--- config.mk ---
export PLATFORM = sky130hd
export DESIGN_NAME = ham6_pixel_encoder_top
export DESIGN_NICKNAME = d
export VERILOG_FILES = /design/src/hw/rtl/ham6_pkg.sv /design/src/hw/rtl/ham6_pixel_encoder_top.sv
export SDC_FILE = /design/constraint.sdc
export NUM_CORES = 1
export LEC_CHECK = 0
export BUFFER_PORTS_ARGS = -buffer_cell sky130_fd_sc_hd__buf_2
export CORE_AREA = 2 2 191 193
export DETAILED_ROUTE_END_ITERATION = 12
export DIE_AREA = 0 0 193 195
export SYNTH_ARGS = -nofsm -noshare
export SYNTH_HDL_FRONTEND = slang
export SYNTH_SLANG_ARGS = --single-unit
--- constraint.sdc ---
create_clock -name clk -period 7.09 [get_ports clk]
set_clock_uncertainty 0.15 [all_clocks]
set_input_delay 0.709 -clock clk [delete_from_list [all_inputs] [get_ports clk]]
set_output_delay 0.709 -clock clk [all_outputs]
set_load 0.01 [all_outputs]
--- src/hw/rtl/ham6_pkg.sv ---
// Shared types and constants for the HAM6 pixel encoder.
package ham6_pkg;

  // One 4-bit-per-channel colour.
  typedef struct packed {
    logic [3:0] b;
    logic [3:0] g;
    logic [3:0] r;
  } rgb_t;

  // Channel selector of the modify path.
  typedef logic [1:0] chan_t;
  localparam chan_t CH_RED   = 2'd0;
  localparam chan_t CH_GREEN = 2'd1;
  localparam chan_t CH_BLUE  = 2'd2;

  // HAM6 modify codes: upper two pen bits.
  localparam logic [5:0] MOD_BLUE  = 6'h10;
  localparam logic [5:0] MOD_RED   = 6'h20;
  localparam logic [5:0] MOD_GREEN = 6'h30;

  // Manhattan distance over three 4-bit channels fits in 6 bits.
  localparam int unsigned DIST_W = 6;
  typedef logic [DIST_W-1:0] dist_t;
  localparam dist_t DIST_FAR = '1;

  // Reset colours of the two fixed palette entries.
  localparam rgb_t COL_BLACK = '{b: 4'h0, g: 4'h0, r: 4'h0};
  localparam rgb_t COL_WHITE = '{b: 4'hF, g: 4'hF, r: 4'hF};

  // Field packing of the result word.
  typedef struct packed {
    logic [1:0] pad;
    logic [3:0] palette_blue;
    logic [3:0] palette_green;
    logic [3:0] palette_red;
    logic [3:0] palette_index;
    logic [5:0] pen;
  } out_data_t;

  typedef struct packed {
    logic palette_write;
    logic used_palette;
  } out_user_t;

endpackage

--- src/hw/rtl/ham6_pixel_encoder_top.sv ---
// Top level of the HAM6 pixel encoder: sequencer, palette memory and shared distance unit.
//
// HAM6 pixel encoder. Each input word is one pixel (red, green, blue, 4 bits each)
// plus a first-of-line flag on s_tuser; each pixel gives exactly one result word
// holding a 6-bit hold-and-modify pen, whether it is a palette index, and any
// palette entry the pixel allocated (index and colour; all zero when none).
// The pixel is handled by a small sequencer around one shared three-channel
// absolute-difference/sum/max unit: a decide step against the held colour, then
// a scan comparing one palette entry per cycle through the single registered read port of
// the palette memory, then a finish step that allocates, updates the held colour
// and loads the output register. A pixel that neither starts a line, differs from
// the held colour in more than one channel, nor follows a palette pen skips the
// scan. s_tready is high only while the sequencer is idle; a finished word may
// wait in the output register while the next pixel is already being worked on,
// and only the finish step waits for it to be taken. alloc_threshold is written
// on the cfg channel (always ready) and must only change while no pixel is in
// flight. Entries 0 and 1 (black, white) are fixed, so the palette needs no
// clearing pass after reset.
module ham6_pixel_encoder_top #(
  parameter int unsigned PALETTE_ENTRIES = 16   // 2..16
) (
  input  logic        clk,
  input  logic        rst,
  // pixel stream in
  input  logic        s_tvalid,
  output logic        s_tready,
  input  logic [15:0] s_tdata,   // red[3:0], green[7:4], blue[11:8], zero pad[15:12]
  input  logic        s_tuser,   // first_of_line
  // pen stream out
  output logic        m_tvalid,
  input  logic        m_tready,
  output logic [23:0] m_tdata,   // pen[5:0], palette_index[9:6], palette_red[13:10],
                                 // palette_green[17:14], palette_blue[21:18], zero[23:22]
  output logic [1:0]  m_tuser,   // used_palette[0], palette_write[1]
  // threshold register write
  input  logic        cfg_valid,
  output logic        cfg_ready,
  input  logic [5:0]  cfg_data   // alloc_threshold
);
  import ham6_pkg::*;

  localparam int unsigned IDX_W = $clog2(PALETTE_ENTRIES);
  localparam int unsigned CNT_W = $clog2(PALETTE_ENTRIES + 1);
  localparam logic [CNT_W-1:0] CNT_FULL  = CNT_W'(PALETTE_ENTRIES);
  localparam logic [CNT_W-1:0] CNT_RESET = CNT_W'(2);

  // sequencer states
  localparam logic [1:0] S_IDLE   = 2'd0;
  localparam logic [1:0] S_DECIDE = 2'd1;
  localparam logic [1:0] S_SCAN   = 2'd2;
  localparam logic [1:0] S_FINISH = 2'd3;

  logic [1:0]       state, state_next;
  logic [5:0]       alloc_threshold;
  logic [CNT_W-1:0] entries_used;
  rgb_t             held;
  logic             last_was_palette;

  // current pixel
  rgb_t             pix;
  logic             first_of_line;
  logic [4:0]       d_held;        // distance to held colour less worst channel
  logic             lookup_done;

  // scan
  logic [IDX_W-1:0] scan_idx;
  logic [IDX_W-1:0] best;
  dist_t            bestd;
  rgb_t             best_col;

  // palette memory, one write and one registered read port
  logic [11:0]      mem [PALETTE_ENTRIES];
  logic [11:0]      mem_q;
  logic [IDX_W-1:0] rd_addr, rd_addr_q;
  rgb_t             rd_col;
  logic             wr_en;

  // output register
  out_data_t        out_data;
  out_user_t        out_user;

  // ---------------------------------------------------------------
  // shared distance unit: per-channel |a-b|, sum, largest and its channel
  rgb_t       unit_ref;
  logic [3:0] e_r, e_g, e_b, e_max;
  dist_t      e_sum;
  chan_t      e_id;
  logic [4:0] e_rest;

  assign unit_ref = (state == S_SCAN) ? rd_col : held;

  always_comb begin
    e_r   = (pix.r > unit_ref.r) ? pix.r - unit_ref.r : unit_ref.r - pix.r;
    e_g   = (pix.g > unit_ref.g) ? pix.g - unit_ref.g : unit_ref.g - pix.g;
    e_b   = (pix.b > unit_ref.b) ? pix.b - unit_ref.b : unit_ref.b - pix.b;
    e_sum = DIST_W'(e_r) + DIST_W'(e_g) + DIST_W'(e_b);
    e_max = e_r;
    e_id  = CH_RED;
    if (e_g > e_max) begin
      e_max = e_g;
      e_id  = CH_GREEN;
    end
    if (e_b > e_max) begin
      e_max = e_b;
      e_id  = CH_BLUE;
    end
    e_rest = 5'(e_sum - DIST_W'(e_max));
  end

  // ---------------------------------------------------------------
  // palette read: entries 0 and 1 are fixed colours
  logic scan_last;
  assign scan_last = (CNT_W'(scan_idx) == entries_used - CNT_W'(1));
  assign rd_addr   = (state == S_SCAN && !scan_last) ? scan_idx + IDX_W'(1) : '0;

  always_ff @(posedge clk) begin
    mem_q     <= mem[rd_addr];
    rd_addr_q <= rd_addr;
    if (wr_en) begin
      mem[entries_used[IDX_W-1:0]] <= pix;
    end
  end

  always_comb begin
    if (rd_addr_q == IDX_W'(0)) begin
      rd_col = COL_BLACK;
    end else if (rd_addr_q == IDX_W'(1)) begin
      rd_col = COL_WHITE;
    end else begin
      rd_col = rgb_t'(mem_q);
    end
  end

  // ---------------------------------------------------------------
  // finish step decisions
  logic  out_free;
  logic  do_alloc;
  dist_t final_d;
  logic  use_pal;
  logic  finish_go;
  logic [5:0] mod_pen;
  rgb_t  held_next;

  assign out_free  = !m_tvalid || m_tready;
  assign finish_go = (state == S_FINISH) && out_free;
  assign do_alloc  = lookup_done && (bestd > DIST_W'(alloc_threshold))
                     && (entries_used < CNT_FULL);
  assign final_d   = do_alloc ? '0 : bestd;
  assign wr_en     = finish_go && do_alloc;

  always_comb begin
    if (first_of_line) begin
      use_pal = 1'b1;
    end else if (d_held != 5'd0) begin
      use_pal = final_d < DIST_W'(d_held);
    end else begin
      use_pal = last_was_palette;
    end
  end

  always_comb begin
    held_next = held;
    mod_pen   = MOD_RED + 6'(pix.r);
    if (use_pal) begin
      held_next = do_alloc ? pix : best_col;
    end else begin
      case (e_id)
        CH_GREEN: begin
          mod_pen     = MOD_GREEN + 6'(pix.g);
          held_next.g = pix.g;
        end
        CH_BLUE: begin
          mod_pen     = MOD_BLUE + 6'(pix.b);
          held_next.b = pix.b;
        end
        default: begin
          held_next.r = pix.r;
        end
      endcase
    end
  end

  // ---------------------------------------------------------------
  // sequencer
  always_comb begin
    state_next = state;
    unique case (state)
      S_IDLE:   if (s_tvalid) state_next = S_DECIDE;
      S_DECIDE: begin
        if (first_of_line || e_rest != 5'd0 || last_was_palette) begin
          state_next = S_SCAN;
        end else begin
          state_next = S_FINISH;
        end
      end
      S_SCAN:   if (scan_last) state_next = S_FINISH;
      S_FINISH: if (out_free) state_next = S_IDLE;
      default:  state_next = S_IDLE;
    endcase
  end

  assign s_tready  = (state == S_IDLE);
  assign cfg_ready = 1'b1;

  always_ff @(posedge clk) begin
    if (rst) begin
      state            <= S_IDLE;
      alloc_threshold  <= 6'd4;
      entries_used     <= CNT_RESET;
      held             <= COL_BLACK;
      last_was_palette <= 1'b0;
      m_tvalid         <= 1'b0;
    end else begin
      state <= state_next;
      if (cfg_valid && cfg_ready) begin
        alloc_threshold <= cfg_data;
      end
      // a new word replaces one taken in the same cycle
      if (finish_go) begin
        m_tvalid <= 1'b1;
      end else if (m_tready) begin
        m_tvalid <= 1'b0;
      end
      if (finish_go) begin
        held             <= held_next;
        last_was_palette <= use_pal;
        if (do_alloc) begin
          entries_used <= entries_used + CNT_W'(1);
        end
      end
    end
  end

  // payload registers
  always_ff @(posedge clk) begin
    if (s_tvalid && s_tready) begin
      pix.r         <= s_tdata[3:0];
      pix.g         <= s_tdata[7:4];
      pix.b         <= s_tdata[11:8];
      first_of_line <= s_tuser;
    end
    if (state == S_DECIDE) begin
      d_held      <= e_rest;
      lookup_done <= first_of_line || e_rest != 5'd0 || last_was_palette;
      scan_idx    <= '0;
      best        <= '0;
      bestd       <= DIST_FAR;
      best_col    <= COL_BLACK;
    end
    if (state == S_SCAN) begin
      scan_idx <= scan_idx + IDX_W'(1);
      if (e_sum < bestd) begin
        bestd    <= e_sum;
        best     <= scan_idx;
        best_col <= rd_col;
      end
    end
    if (finish_go) begin
      out_data.pad           <= '0;
      out_data.pen           <= use_pal ? (do_alloc ? 6'(entries_used) : 6'(best)) : mod_pen;
      out_data.palette_index <= do_alloc ? 4'(entries_used) : 4'd0;
      out_data.palette_red   <= do_alloc ? pix.r : 4'd0;
      out_data.palette_green <= do_alloc ? pix.g : 4'd0;
      out_data.palette_blue  <= do_alloc ? pix.b : 4'd0;
      out_user.used_palette  <= use_pal;
      out_user.palette_write <= do_alloc;
    end
  end

  assign m_tdata = out_data;
  assign m_tuser = out_user;

  // ---------------------------------------------------------------
  // assertions
  a_used_range: assert property (@(posedge clk) disable iff (rst)
    entries_used >= CNT_RESET && entries_used <= CNT_FULL)
    else $error("palette fill count out of range");

  a_used_step: assert property (@(posedge clk) disable iff (rst)
    !$past(rst) |-> (entries_used == $past(entries_used)
                     || entries_used == $past(entries_used) + CNT_W'(1)))
    else $error("palette fill count jumped");

  a_write_index: assert property (@(posedge clk) disable iff (rst)
    m_tvalid && m_tuser[1] |-> 5'(m_tdata[9:6]) == 5'(entries_used - CNT_W'(1)))
    else $error("reported palette write is not the last allocated entry");

  a_modify_code: assert property (@(posedge clk) disable iff (rst)
    m_tvalid && !m_tuser[0] |-> m_tdata[5:4] != 2'b00)
    else $error("modify pen without a modify code");

  a_busy: assert property (@(posedge clk) disable iff (rst)
    s_tvalid && s_tready |=> !s_tready)
    else $error("sequencer took a second pixel while busy");

endmodule
Word-level counts from Yosys, hierarchy flattened:

Memory sizes are Yosys's and may differ from the RTL's. A register that Yosys moved wholly into a read port is not among the register bits.
Index checks and enable logic that the tools add are counted.

* bits in registers: 100
* RAM bits: 192
* input bits: 28
* logic and storage cells: 131
* memories: 1

* $add $sub $neg: 15
* order comparisons: 9
* equal/unequal tests: 11
* multiplexer cells: 42
* reductions and logical operators: 25

Memories
* mem: words 16, width 12, rd ports 1, clocked after memory_dff 1, wr ports 1, line ham6_pixel_encoder_top.sv:72 `logic [11:0] mem [PALETTE_ENTRIES];`

Operators by type and width (number)
* two-way mux 12 bit: 8
* two-way mux 4 bit: 14
* two-way mux 6 bit: 5
* subtractor 4 bit: 6
* greater-than comparator 4 bit: 5
* one-hot mux 6 bit (2 select lines): 1
* nonzero test 5 bit: 2
* two-way mux 1 bit: 8
* two-way mux 2 bit: 4
* one-hot mux 2 bit (4 select lines): 1
* AND reduction 2 bit: 4
* nonzero test 2 bit: 4
* adder 5 x 4 -> 6 bit: 1
* adder 5 x 4 -> 6 bit (first input constant): 1
* adder 5 x 5 -> 6 bit (first input constant): 1
* adder 6 x 4 -> 6 bit (first input constant): 1
* equality test 2 bit (second input constant): 3
* greater-than comparator 6 bit: 1
* logical AND 1 bit: 6
* < comparator 6 x 5 -> 1 bit: 1
* < comparator 6 bit: 1
* inequality test 2 bit (second input constant): 3
* adder 4 x 4 -> 5 bit: 1
* adder 5 x 1 -> 5 bit (second input constant): 1
* 15 further kinds: 19

Depth between registers and ports, before layout:

Gate-level depths: netlist of the first run.

* depth in word-level cells: 16
* depth in mapped cells: 36

Worst setup path before layout of the first run:

OpenSTA, ideal clock, no wires.

* kind: flip-flop to flip-flop
* start: reg state[0]
* end: reg lookup_done, data pin
* library setup time: 265 ps
* arrival time: 7303 ps
* required time: 6675 ps
* setup slack: -629 ps
* stages on the path, launching flop included: 33
* path buffers: 5
* period minus slack after synthesis: 7719 ps
* cell sequence: dfxtp_1 inv_1 ha_1 clkbuf_1 clkbuf_1 buf_1 a21oi_1 ha_1 fa_1 nor2b_1 o21a_1 o21a_1 mux2i_1 xor2_1 ha_1 nor3_1 a21oi_1 o31ai_1 clkbuf_1 mux2_2 ha_1 and2_1 o21ai_1 a32o_1 clkbuf_1 nand2_1 o21ai_0 ha_1 inv_1 fa_1 xor2_1 or4b_2 or3_1

* longest elaborated chain between the ends: 12
* elaborated cells on any way between the ends: 24
* classes of those cells: add/sub: 9; order compare: 5; eq/ne: 1; mux: 6; reduce/logical: 3

RTL lines
* start, declared: line ham6_pixel_encoder_top.sv:53 `logic [1:0] state, state_next;`
* start signal, assigned: line ham6_pixel_encoder_top.sv:214 `state <= state_next;`
* equality test 2 bit *: line ham6_pixel_encoder_top.sv:90 `assign unit_ref = (state == S_SCAN) ? rd_col : held;`
* two-way mux 12 bit *: line ham6_pixel_encoder_top.sv:90
* subtractor 4 bit, or another cell as far along: line ham6_pixel_encoder_top.sv:94 `e_g = (pix.g > unit_ref.g) ? pix.g - unit_ref.g : unit_ref.g - pix.g;`
* two-way mux 4 bit (on tied branches): line ham6_pixel_encoder_top.sv:94, ham6_pixel_encoder_top.sv:93
* greater-than comparator 4 bit: line ham6_pixel_encoder_top.sv:99 `if (e_g > e_max) begin`
* two-way mux 4 bit: line ham6_pixel_encoder_top.sv:99
* greater-than comparator 4 bit: line ham6_pixel_encoder_top.sv:103 `if (e_b > e_max) begin`
* two-way mux 4 bit: line ham6_pixel_encoder_top.sv:103
* subtractor 5 x 4 -> 5 bit *: line ham6_pixel_encoder_top.sv:107 `e_rest = 5'(e_sum - DIST_W'(e_max));`
* via e_rest[2]: line ham6_pixel_encoder_top.sv:88 `logic [4:0] e_rest;`
* nonzero test 5 bit *: line ham6_pixel_encoder_top.sv:244 `lookup_done <= first_of_line || e_rest != 5'd0 || last_was_palette;`
* logical OR 1 bit * (2 in series): line ham6_pixel_encoder_top.sv:244
* end signal, assigned: line ham6_pixel_encoder_top.sv:244
* end, declared: line ham6_pixel_encoder_top.sv:63 `logic lookup_done;`

The timed path passes the listed nets; every way through them passes the cells marked *.
A chain may end at the register's enable or synchronous reset.

Worst setup path in the final report of the first run:

* start: reg rd_addr_q[1]
* end: reg lookup_done, data pin

* longest elaborated chain between the ends: 14
* elaborated cells on any way between the ends: 27
* classes of those cells: add/sub: 9; order compare: 5; eq/ne: 1; mux: 8; reduce/logical: 4

RTL lines
* start, declared: line ham6_pixel_encoder_top.sv:74 `logic [IDX_W-1:0] rd_addr, rd_addr_q;`
* start signal, assigned: line ham6_pixel_encoder_top.sv:118 `rd_addr_q <= rd_addr;`
* equality test 4 x 1 -> 1 bit: line ham6_pixel_encoder_top.sv:127 `end else if (rd_addr_q == IDX_W'(1)) begin`
* two-way mux 12 bit: line ham6_pixel_encoder_top.sv:127
* two-way mux 12 bit *: line ham6_pixel_encoder_top.sv:125 `if (rd_addr_q == IDX_W'(0)) begin`
* two-way mux 12 bit *: line ham6_pixel_encoder_top.sv:90
* subtractor 4 bit, or another cell as far along: line ham6_pixel_encoder_top.sv:94
* two-way mux 4 bit (on tied branches): line ham6_pixel_encoder_top.sv:94, ham6_pixel_encoder_top.sv:93
* greater-than comparator 4 bit: line ham6_pixel_encoder_top.sv:99
* two-way mux 4 bit: line ham6_pixel_encoder_top.sv:99
* greater-than comparator 4 bit: line ham6_pixel_encoder_top.sv:103
* two-way mux 4 bit: line ham6_pixel_encoder_top.sv:103
* subtractor 5 x 4 -> 5 bit *: line ham6_pixel_encoder_top.sv:107
* via e_rest[4]: line ham6_pixel_encoder_top.sv:88
* nonzero test 5 bit *: line ham6_pixel_encoder_top.sv:244
* logical OR 1 bit * (2 in series): line ham6_pixel_encoder_top.sv:244

Marked as above.

==> results of run 1 <==
-- worst max path at each step --
stage / start / endpoint / cells after the start
floorplan: rd_addr_q[1] / lookup_done / 29
global placement: rd_addr_q[1] / state[0] / 28
detailed placement: rd_addr_q[1] / state[0] / 27
CTS: rd_addr_q[1] / state[0] / 30
global route: rd_addr_q[1] / state[0] / 30
finish: rd_addr_q[1] / lookup_done / 31
-- cells in the mapped netlist, types with 4 or more instances --
| cell | n | share of area (%) |
|---|---|---|
| clkbuf_1 | 38 | 1.0 |
| and2_1 | 24 | 1.1 |
| nand3_1 | 7 | 0.25 |
| xnor2_1 | 8 | 0.50 |
| o22ai_1 | 13 | 0.58 |
| and3_1 | 4 | 0.18 |
| inv_1 | 64 | 1.7 |
| buf_2 | 14 | 0.50 |
| xor2_1 | 12 | 0.75 |
| a21o_1 | 17 | 0.91 |
| edfxtp_1 | 239 | 51 |
| nor2_1 | 73 | 1.9 |
| fa_1 | 11 | 1.6 |
| a31oi_1 | 16 | 0.71 |
| buf_1 | 5 | 0.13 |
| dfxtp_1 | 65 | 9.2 |
| nor4b_1 | 10 | 0.62 |
| a21oi_1 | 43 | 1.5 |
| o21ai_0 | 21 | 0.75 |
| a211oi_1 | 18 | 0.96 |
| nor2b_1 | 14 | 0.62 |
| o211ai_1 | 26 | 1.4 |
| nand4_1 | 5 | 0.22 |
| mux4_2 | 24 | 3.8 |
| mux2i_1 | 62 | 4.4 |
| buf_4 | 5 | 0.27 |
| o2111a_1 | 12 | 0.96 |
| nor3_1 | 6 | 0.21 |
| ha_1 | 65 | 5.8 |
| o21a_1 | 6 | 0.32 |
| nand2_1 | 72 | 1.9 |
| mux2_2 | 10 | 0.80 |
| o2111ai_1 | 13 | 0.81 |
| nand2b_1 | 5 | 0.22 |
| nor4_1 | 8 | 0.36 |
-- worst max-delay path, delay by kind of cell, from the launching register on --
| kind | cells | cell delay [ns] |
|---|---|---|
| mux | 2 | 0.64 |
| xor+xnor | 2 | 0.36 |
| buf+inv | 5 | 0.61 |
| compound gates | 12 | 1.72 |
| simple gates | 6 | 1.35 |
| fa+ha+maj | 4 | 1.30 |
| flops | 1 | 0.30 |
-- per-layer routing --
metal	up-vias	part of all wire, %	track usage (%)
li1	4188	-	-
met5	-	0.038	0
met2	268	46	28.7
met3	43	6.0	2.57
met4	2	1.8	4.99
met1	4534	47	27.8
-- layout make-up --
class                      count  area, µm²  share of cell area, %
sequential                   304       8480                   51.0
multi-input combinational    640       5320                   32.0
clock buffer                  38        866                   5.21
timing repair buffer         123        801                   4.82
tap                          461        577                   3.47
clock inverter                24        342                   2.05
inverter                      66        248                   1.49
-- cell families after synthesis --
| kind of cell | count (synthesis) |
|---|---|
| compound gates | 204 |
| xor+xnor | 21 |
| fa+ha+maj | 76 |
| buf+inv | 129 |
| flops | 304 |
| mux | 96 |
| other cells | 2 |
| simple gates | 240 |
-- through the flow --
step                      setup TNS (ns)  setup slack (ns)  instances  hold WS, ns
after floorplan                        0           0.00949       1073        0.297
after CTS                              0            0.0293       1648        0.194
final                                  0             0.366       1656        0.207
after global placement                 0            0.0217       1586        0.309
after global routing             -0.0534           -0.0349       1656        0.192
after detailed placement         -0.0103           -0.0103       1586        0.316
-- flip-flops by register name, indices dropped and copies added (netlist names), 2 cells and up --
register / flops
held: 12
best_col: 12
d_held: 5
best: 4
state: 2
mem: 192
mem_q: 12
m_tuser: 2
entries_used: 5
bestd: 6
rd_addr_q: 4
alloc_threshold: 6
scan_idx: 4
pix: 12
m_tdata: 22
-- timing repair --
item / in CTS / in global routing
gates resized for setup: 3 / 26
pin swaps: 0 / 7
endpoints found under the setup margin: 1 / 2
hold buffers: 0 / 0
cloned: 0 / 0
setup buffers: 0 / 8
==> metrics.yaml, run 1 <==
status: "finished clean"
r2r-start: "rd_addr_q[1]"
drt-vias-per-instance: 5.46
clock_tree.root_cell: "clkbuf_16"
layout_commonest_cell: "edfxtp_1"
hold_viol_final: 0
ys_seq_area_share_pct: 60.1
synth-main-ff-cell: "edfxtp_1"
routedWlPerCell_um: 20.8
regToRegSetupSlack_ns: 0.37
synth_area_per_cell_um2: 13.2
die-area_um2: 37600
end_kind: "flip-flop"
period_share_pct: 94.8
ant_nets: 0
grt_max_degree: 52
start_kind: "flip-flop"
path_max_fanout: 5
insertion_delay_ns: 0.53
synth_edf_count: 239
required_ns: 7.20
critPathSlowestCell: "or3_4"
drt_wl_total_um: 34500
std_cell_rows: 69
cts_tree: "done"
firstDrtPassIters: 7
overflow: 0
synth_cell_types: 62
period_minus_slack_ns: 6.72
grt_pass1_wl_um: 53000
r2r_end: "lookup_done"
die_x_um: 193
fillCellCount: 3148
arrival_ns: 6.83
synthMuxAreaShare_pct: 9.04
dp_hpwl_um: 22200
synthCells: 1072
r2r_cells: 31
drv_cap: 0
fin_area_um2: 16600
nets: 1273
slew_headroom_pct: 24.6
remaining_drc_errors: 0
yosys_warnings: 0
synth_compound_area_share_pct: 10.1
fmaxAchievable_mhz: 149
setup_viol: 0
min_to: "pix[0]"
max_stage_delay_ns: 0.42
synthAdderAreaFrac_pct: 7.33
cts_num_sinks: 304
antenna_found_initial: 2
num_antenna_cells: 0
start_util_pct: 39.8
grt_pass1_vias: 8956
worstSetupPathType: "flip-flop to flip-flop"
placed_cell_area_um2: 15200
die_h_um: 195
drive_above_1_share_pct: 21.5
syn_to_final_growth_pct: 17.9
numPortBuffers: 49
clkTransAtPathRegs_ns: 0.07
syn-cell-area_um2: 14100
drt-initial-drc-count: 827
slew_viol_final: 0
ys_async_sr_fraction_pct: 0
coreArea_um2: 35400
layout_common_cells: "239 x edfxtp_1, 74 x buf_4, 72 x nand2_1"
grt_use_total_pct: 18.7
worstMarginPinSlew_ns: 1.13
place.gp.congestion: 0.815
htreeDepth: 2
cts_buffers: 34
worstHoldStart: "s_tdata[0]"
io_pins: 57
post-route-util_pct: 47.0
clock_path_buffers: 3
synthXorXnorAreaFrac_pct: 1.41
synth_top_family_by_area: "compound AO/OA/AOI/OAI gates"
num_vias: 9035
ys_ff_latch: 304
min_path_type: "primary input to flip-flop"
yosys.area_share.simple_pct: 8.23
hold_depth: 1
Power of run 1 is not shown: default switching activity piles up to over one toggle a cycle in this logic, so the estimate is an artifact.
==> run 2, diff against run 1 <==
--- a/config.mk
+++ b/config.mk
@@ -9,6 +9,7 @@
 export CORE_AREA = 2 2 191 193
 export DETAILED_ROUTE_END_ITERATION = 12
 export DIE_AREA = 0 0 193 195
+export PLACE_DENSITY = 0.64
 export SYNTH_ARGS = -nofsm -noshare
 export SYNTH_HDL_FRONTEND = slang
 export SYNTH_SLANG_ARGS = --single-unit
==> run 2 against run 1 <==
Fmax decreased by 0.45%. Critical path type unchanged. Worst hold slack worse by 0.045 ns. Sequential share of layout area rose by 0.92 points. Wire length fell by 3.0%. Setup slack lost 0.030 ns. First-iteration DRC count fell by 4.0%. Flip-flop and latch count stayed put. Highest routed layer is now met4.
==> metrics.yaml, run 2 (synthesis gave the netlist of run 1 again) <==
num_antenna_cells: 0  # unchanged
antenna_found_initial: 0  # -2
period_minus_slack_ns: 6.75  # +0.0304 ns
regToRegSetupSlack_ns: 0.34  # -0.03 ns
worstMarginPinSlew_ns: 1.19  # +0.0582 ns
htreeDepth: 1  # -1
fmaxAchievable_mhz: 148  # -0.45%
die_h_um: 195  # unchanged
cts_num_sinks: 304  # unchanged
worstSetupPathType: "flip-flop to flip-flop"
setup_viol: 0  # unchanged
numPortBuffers: 49  # unchanged
ant_nets: 0  # unchanged
remaining_drc_errors: 0  # unchanged
io_pins: 57  # unchanged
num_vias: 8907  # -1.4%
end_kind: "flip-flop"
start_kind: "flip-flop"
slew_viol_final: 0  # unchanged
drive_above_1_share_pct: 19.6  # -1.9 points
layout_commonest_cell: "edfxtp_1"
grt_max_degree: 56  # +7.7%
arrival_ns: 7.11  # +0.28 ns
period_share_pct: 95.3  # +0.43 points
dp_hpwl_um: 21700  # -2.2%
grt_pass1_vias: 8983  # +0.30%
nets: 1257  # -1.3%
overflow: 0  # unchanged
drt_wl_total_um: 33500  # -3.0%
die_x_um: 193  # unchanged
die-area_um2: 37600  # unchanged
cts_buffers: 31  # -8.8%
std_cell_rows: 69  # unchanged
routedWlPerCell_um: 20.4  # -2.0%
coreArea_um2: 35400  # unchanged
status: "finished clean"
grt_pass1_wl_um: 51700  # -2.5%
layout_common_cells: "239 x edfxtp_1, 72 x nand2_1, 71 x nor2_1"
largest_reg_flops: 192  # unchanged
tns_ns: 0  # unchanged
worstHoldStart: "s_tdata[1]"
min_path_type: "primary input to flip-flop"
max_stage_delay_ns: 0.52  # +0.10 ns
clkTransAtPathRegs_ns: 0.06  # about the same
hold_viol_final: 0  # unchanged
path_max_fanout: 7  # +2
clock_tree.root_cell: "clkbuf_16"
drt-vias-per-instance: 5.43  # -0.39%
cts_tree: "done"
r2r-start: "rd_addr_q[1]"
drt-initial-drc-count: 794  # -4.0%
cp-startpoint: "rd_addr_q[1]"
clock_path_buffers: 3  # unchanged
critPathSlowestCell: "or4b_4"
place.gp.congestion: 0.815  # about the same
grt_use_total_pct: 18.0  # -0.72 points
slew_headroom_pct: 20.7  # -3.9 points
syn_to_final_growth_pct: 15.9
required_ns: 7.45  # +0.25 ns
drv_cap: 0  # unchanged
firstDrtPassIters: 5  # -2
insertion_delay_ns: 0.57  # +0.04 ns
start_util_pct: 39.8  # unchanged
## run 2: cell types whose count changed in the layout (fill, tap and decap cells not counted), moves of 3 or more
cell       change
buf_4         -14
nor2_2         -3
mux2i_1        +3
nor2_1         +3
clkbuf_16      -3
mux2i_2        -3
## run 2: repair_timing
item	in CTS	in global routing
hold buffers	0	0
setup endpoints to repair	1	2
resized for setup	2	20
pin swaps	0	4
gates cloned	0	0
buffers inserted	0	2
## run 2: path summary, 6_finish.rpt
check | to | cells past startpoint
setup reg to reg | state[0] | 31
setup / recovery | state[0] | 31
hold / removal | pix[1] | 1
hold reg to reg | best_col[1] | 2
## run 2: per-layer routing
layer  vias up  share of wire [%]  global-route usage, %
met3        43                6.5                   2.48
met4         0                2.0                   4.35
li1       4148                  -                      -
met1      4440                 46                   26.7
met2       276                 46                   27.8
met5         -                  0                      0
## run 2: critical path, delay by kind of cell (launching register included)
kind                       cells  cell delay [ns]
and+or+nand+nor                8             1.81
AOI/OAI and AO/OA             10             1.51
adders and majority gates      5             1.36
buffers and inverters          4             0.63
muxes                          2             0.57
xor gates and xnor gates       2             0.36
DFF                            1             0.30
## run 2: stage by stage
step                      hold WS [ns]  area [µm²]  setup slack, ns  instances  util [%]
after floorplan                  0.297       14200          0.00949       1073         -
after global placement           0.304       15200            0.108       1579      42.9
after detailed placement         0.316       15200          -0.0245       1579      42.9
after CTS                        0.140       16200           0.0656       1637      45.9
after global routing             0.144       16300          -0.0119       1639      46.1
final                            0.162       16300            0.336       1639      46.1
## run 2: final cells by class
type | instances | area, µm²
Clock buffer | 35 | 791
Clock inverter | 23 | 256
Fill cell | 3147 | 19100
Inverter | 66 | 248
Multi-Input combinational cell | 640 | 5270
Sequential cell | 304 | 8480
Tap cell | 461 | 577
Timing Repair Buffer | 110 | 716
Power of run 2 is left out for the same reason.
==> run 3, diff against run 2 <==
--- a/config.mk
+++ b/config.mk
@@ -6,9 +6,9 @@
 export NUM_CORES = 1
 export LEC_CHECK = 0
 export BUFFER_PORTS_ARGS = -buffer_cell sky130_fd_sc_hd__buf_2
-export CORE_AREA = 2 2 191 193
+export CORE_AREA = 2 2 157 235
 export DETAILED_ROUTE_END_ITERATION = 12
-export DIE_AREA = 0 0 193 195
+export DIE_AREA = 0 0 159 237
 export PLACE_DENSITY = 0.64
 export SYNTH_ARGS = -nofsm -noshare
 export SYNTH_HDL_FRONTEND = slang
==> run 3 against run 2 <==
Cell area fell by 0.41%. Flip-flop and latch count did not move. Non-clock buffer count rose by 8. Wire length rose by 3.8%. Die area rose by 0.13%. Worst hold slack improved by 0.033 ns. Register-to-register slack got worse by 0.08 ns. Sequential share of layout area rose by 0.22 points. Setup slack got worse by 0.081 ns. First-iteration DRC count fell by 3.9%. Via count rose by 0.76%. Cell count rose by 1.0%. Largest cell class unchanged.
==> metrics.yaml, run 3 (synthesis gave the netlist of run 1 again) <==
status: "finished clean"
ctsHoldBuffers: 0  # unchanged
cts_num_sinks: 304  # unchanged
grt_use_total_pct: 18.4  # +0.44 points
fillCellCount: 3265  # +3.7%
min_path_type: "primary input to flip-flop"
htreeDepth: 1  # unchanged
die-area_um2: 37700  # +0.13%
drv_cap: 0  # unchanged
setup_viol: 0  # unchanged
die_x_um: 159  # -18%
period_minus_slack_ns: 6.84  # +0.0810 ns
drt-vias-per-instance: 5.42  # -0.27%
largest_reg_flops: 192  # unchanged
path_max_fanout: 5  # -2
grt_pass1_vias: 9170  # +2.1%
pre_cts_ws_ns: -0.0367  # -0.0121 ns
insertion_delay_ns: 0.54  # -0.03 ns
multiInputGateArea_um2: 5310  # +0.76%
std_cell_rows: 85  # +23%
dp_hpwl_um: 23200  # +7.1%
start_kind: "flip-flop"
ant_nets: 0  # unchanged
drt-initial-drc-count: 763  # -3.9%
place.gp.congestion: 0.844  # +3.5%
clock_tree.root_cell: "clkbuf_16"
hold_viol_final: 0  # unchanged
io_pins: 57  # unchanged
numPortBuffers: 49  # unchanged
fmaxAchievable_mhz: 146  # -1.2%
antenna_found_initial: 0  # unchanged
cts_tree: "done"
die_h_um: 237  # +22%
worstSetupPathType: "flip-flop to flip-flop"
grt_max_degree: 57  # +1.8%
grt_pass1_wl_um: 53200  # +2.8%
start_util_pct: 39.5  # -0.38 points
firstDrtPassIters: 6  # +1
setup_slack_ns: 0.255  # -0.0810 ns
cpMostUsedCell: "ha_1"
arrival_ns: 7.16  # +0.05 ns
num_antenna_cells: 0  # unchanged
remaining_drc_errors: 0  # unchanged
tns_ns: 0  # unchanged
hold_ws_ns: 0.196  # +0.0331 ns
seqCellArea_um2: 8480  # unchanged
drt_wl_total_um: 34800  # +3.8%
overflow: 0  # unchanged
num_vias: 8975  # +0.76%
period_share_pct: 96.4  # +1.1 points
max_stage_delay_ns: 0.64  # +0.12 ns
r2r_cells: 29  # -6.5%
drive_above_1_share_pct: 19.9  # +0.34 points
critPathSlowestCell: "or4b_2"
clkTransAtPathRegs_ns: 0.07  # about the same
layout_common_cells: "239 x edfxtp_1, 72 x nand2_1, 70 x nor2_1"
hold_depth: 1  # unchanged
required_ns: 7.42  # -0.03 ns
worstMarginPinSlew_ns: 1.22  # +0.0385 ns
coreArea_um2: 35700  # +0.95%
clock_path_buffers: 3  # unchanged
slew_viol_final: 0  # unchanged
syn_to_final_growth_pct: 15.4
routedWlPerCell_um: 21.0  # +2.7%
nets: 1261  # +0.32%
slew_headroom_pct: 18.1  # -2.6 points
layout_commonest_cell: "edfxtp_1"
cts_buffers: 27  # -13%
end_kind: "flip-flop"
==> run 3: worst paths after layout <==
check | end | slack (ns) | startpoint
worst min register to register | best_col[8] | 0.33 | best_col[8]
worst min-delay path | pix[11] | 0.20 | s_tdata[11]
worst max register to register | state[0] | 0.25 | rd_addr_q[1]
worst max-delay path | state[0] | 0.25 | rd_addr_q[1]
==> run 3: layer usage <==
metal	global-route usage (%)	vias up	wire [µm]	part of all wire, %
met5	0	-	0	0
met4	8.13	0	1470	4.2
met3	1.65	84	1460	4.2
met2	35.7	256	19100	55
met1	20.2	4479	12700	37
li1	-	4156	-	-
==> run 3: critical path: cells and delay by family (launching register included) <==
family,cells,cell delay [ns]
AND/OR/NAND/NOR,6,1.66
AO/OA/AOI/OAI,11,1.71
adder cells (fa/ha/maj),6,1.72
flip-flops,1,0.30
XOR/XNOR,1,0.19
buffers and inverters,3,0.29
multiplexers,2,0.73
==> run 3: cell type report <==
cell class                      count  area share [%]
Multi-Input combinational cell    640            32.6
Sequential cell                   304            52.1
Clock inverter                     10           0.531
Clock buffer                       40            4.82
Tap cell                          478            3.68
Timing Repair Buffer              118            4.69
Inverter                           66            1.52
==> run 3: stage by stage <==
stage / area (µm²) / instances / util [%]
floorplan: 14200 / 1073 / -
global placement: 15200 / 1604 / 42.7
detailed placement: 15200 / 1604 / 42.7
CTS: 16100 / 1654 / 45.1
global route: 16300 / 1656 / 45.5
finish: 16300 / 1656 / 45.5
==> run 3: what timing repair did <==
action                                  in CTS  in global routing
endpoints found under the setup margin       1                  2
gates resized for setup                      2                 25
pin swaps                                    0                  5
setup buffers                                0                  2
Power of run 3 is left out for the same reason.
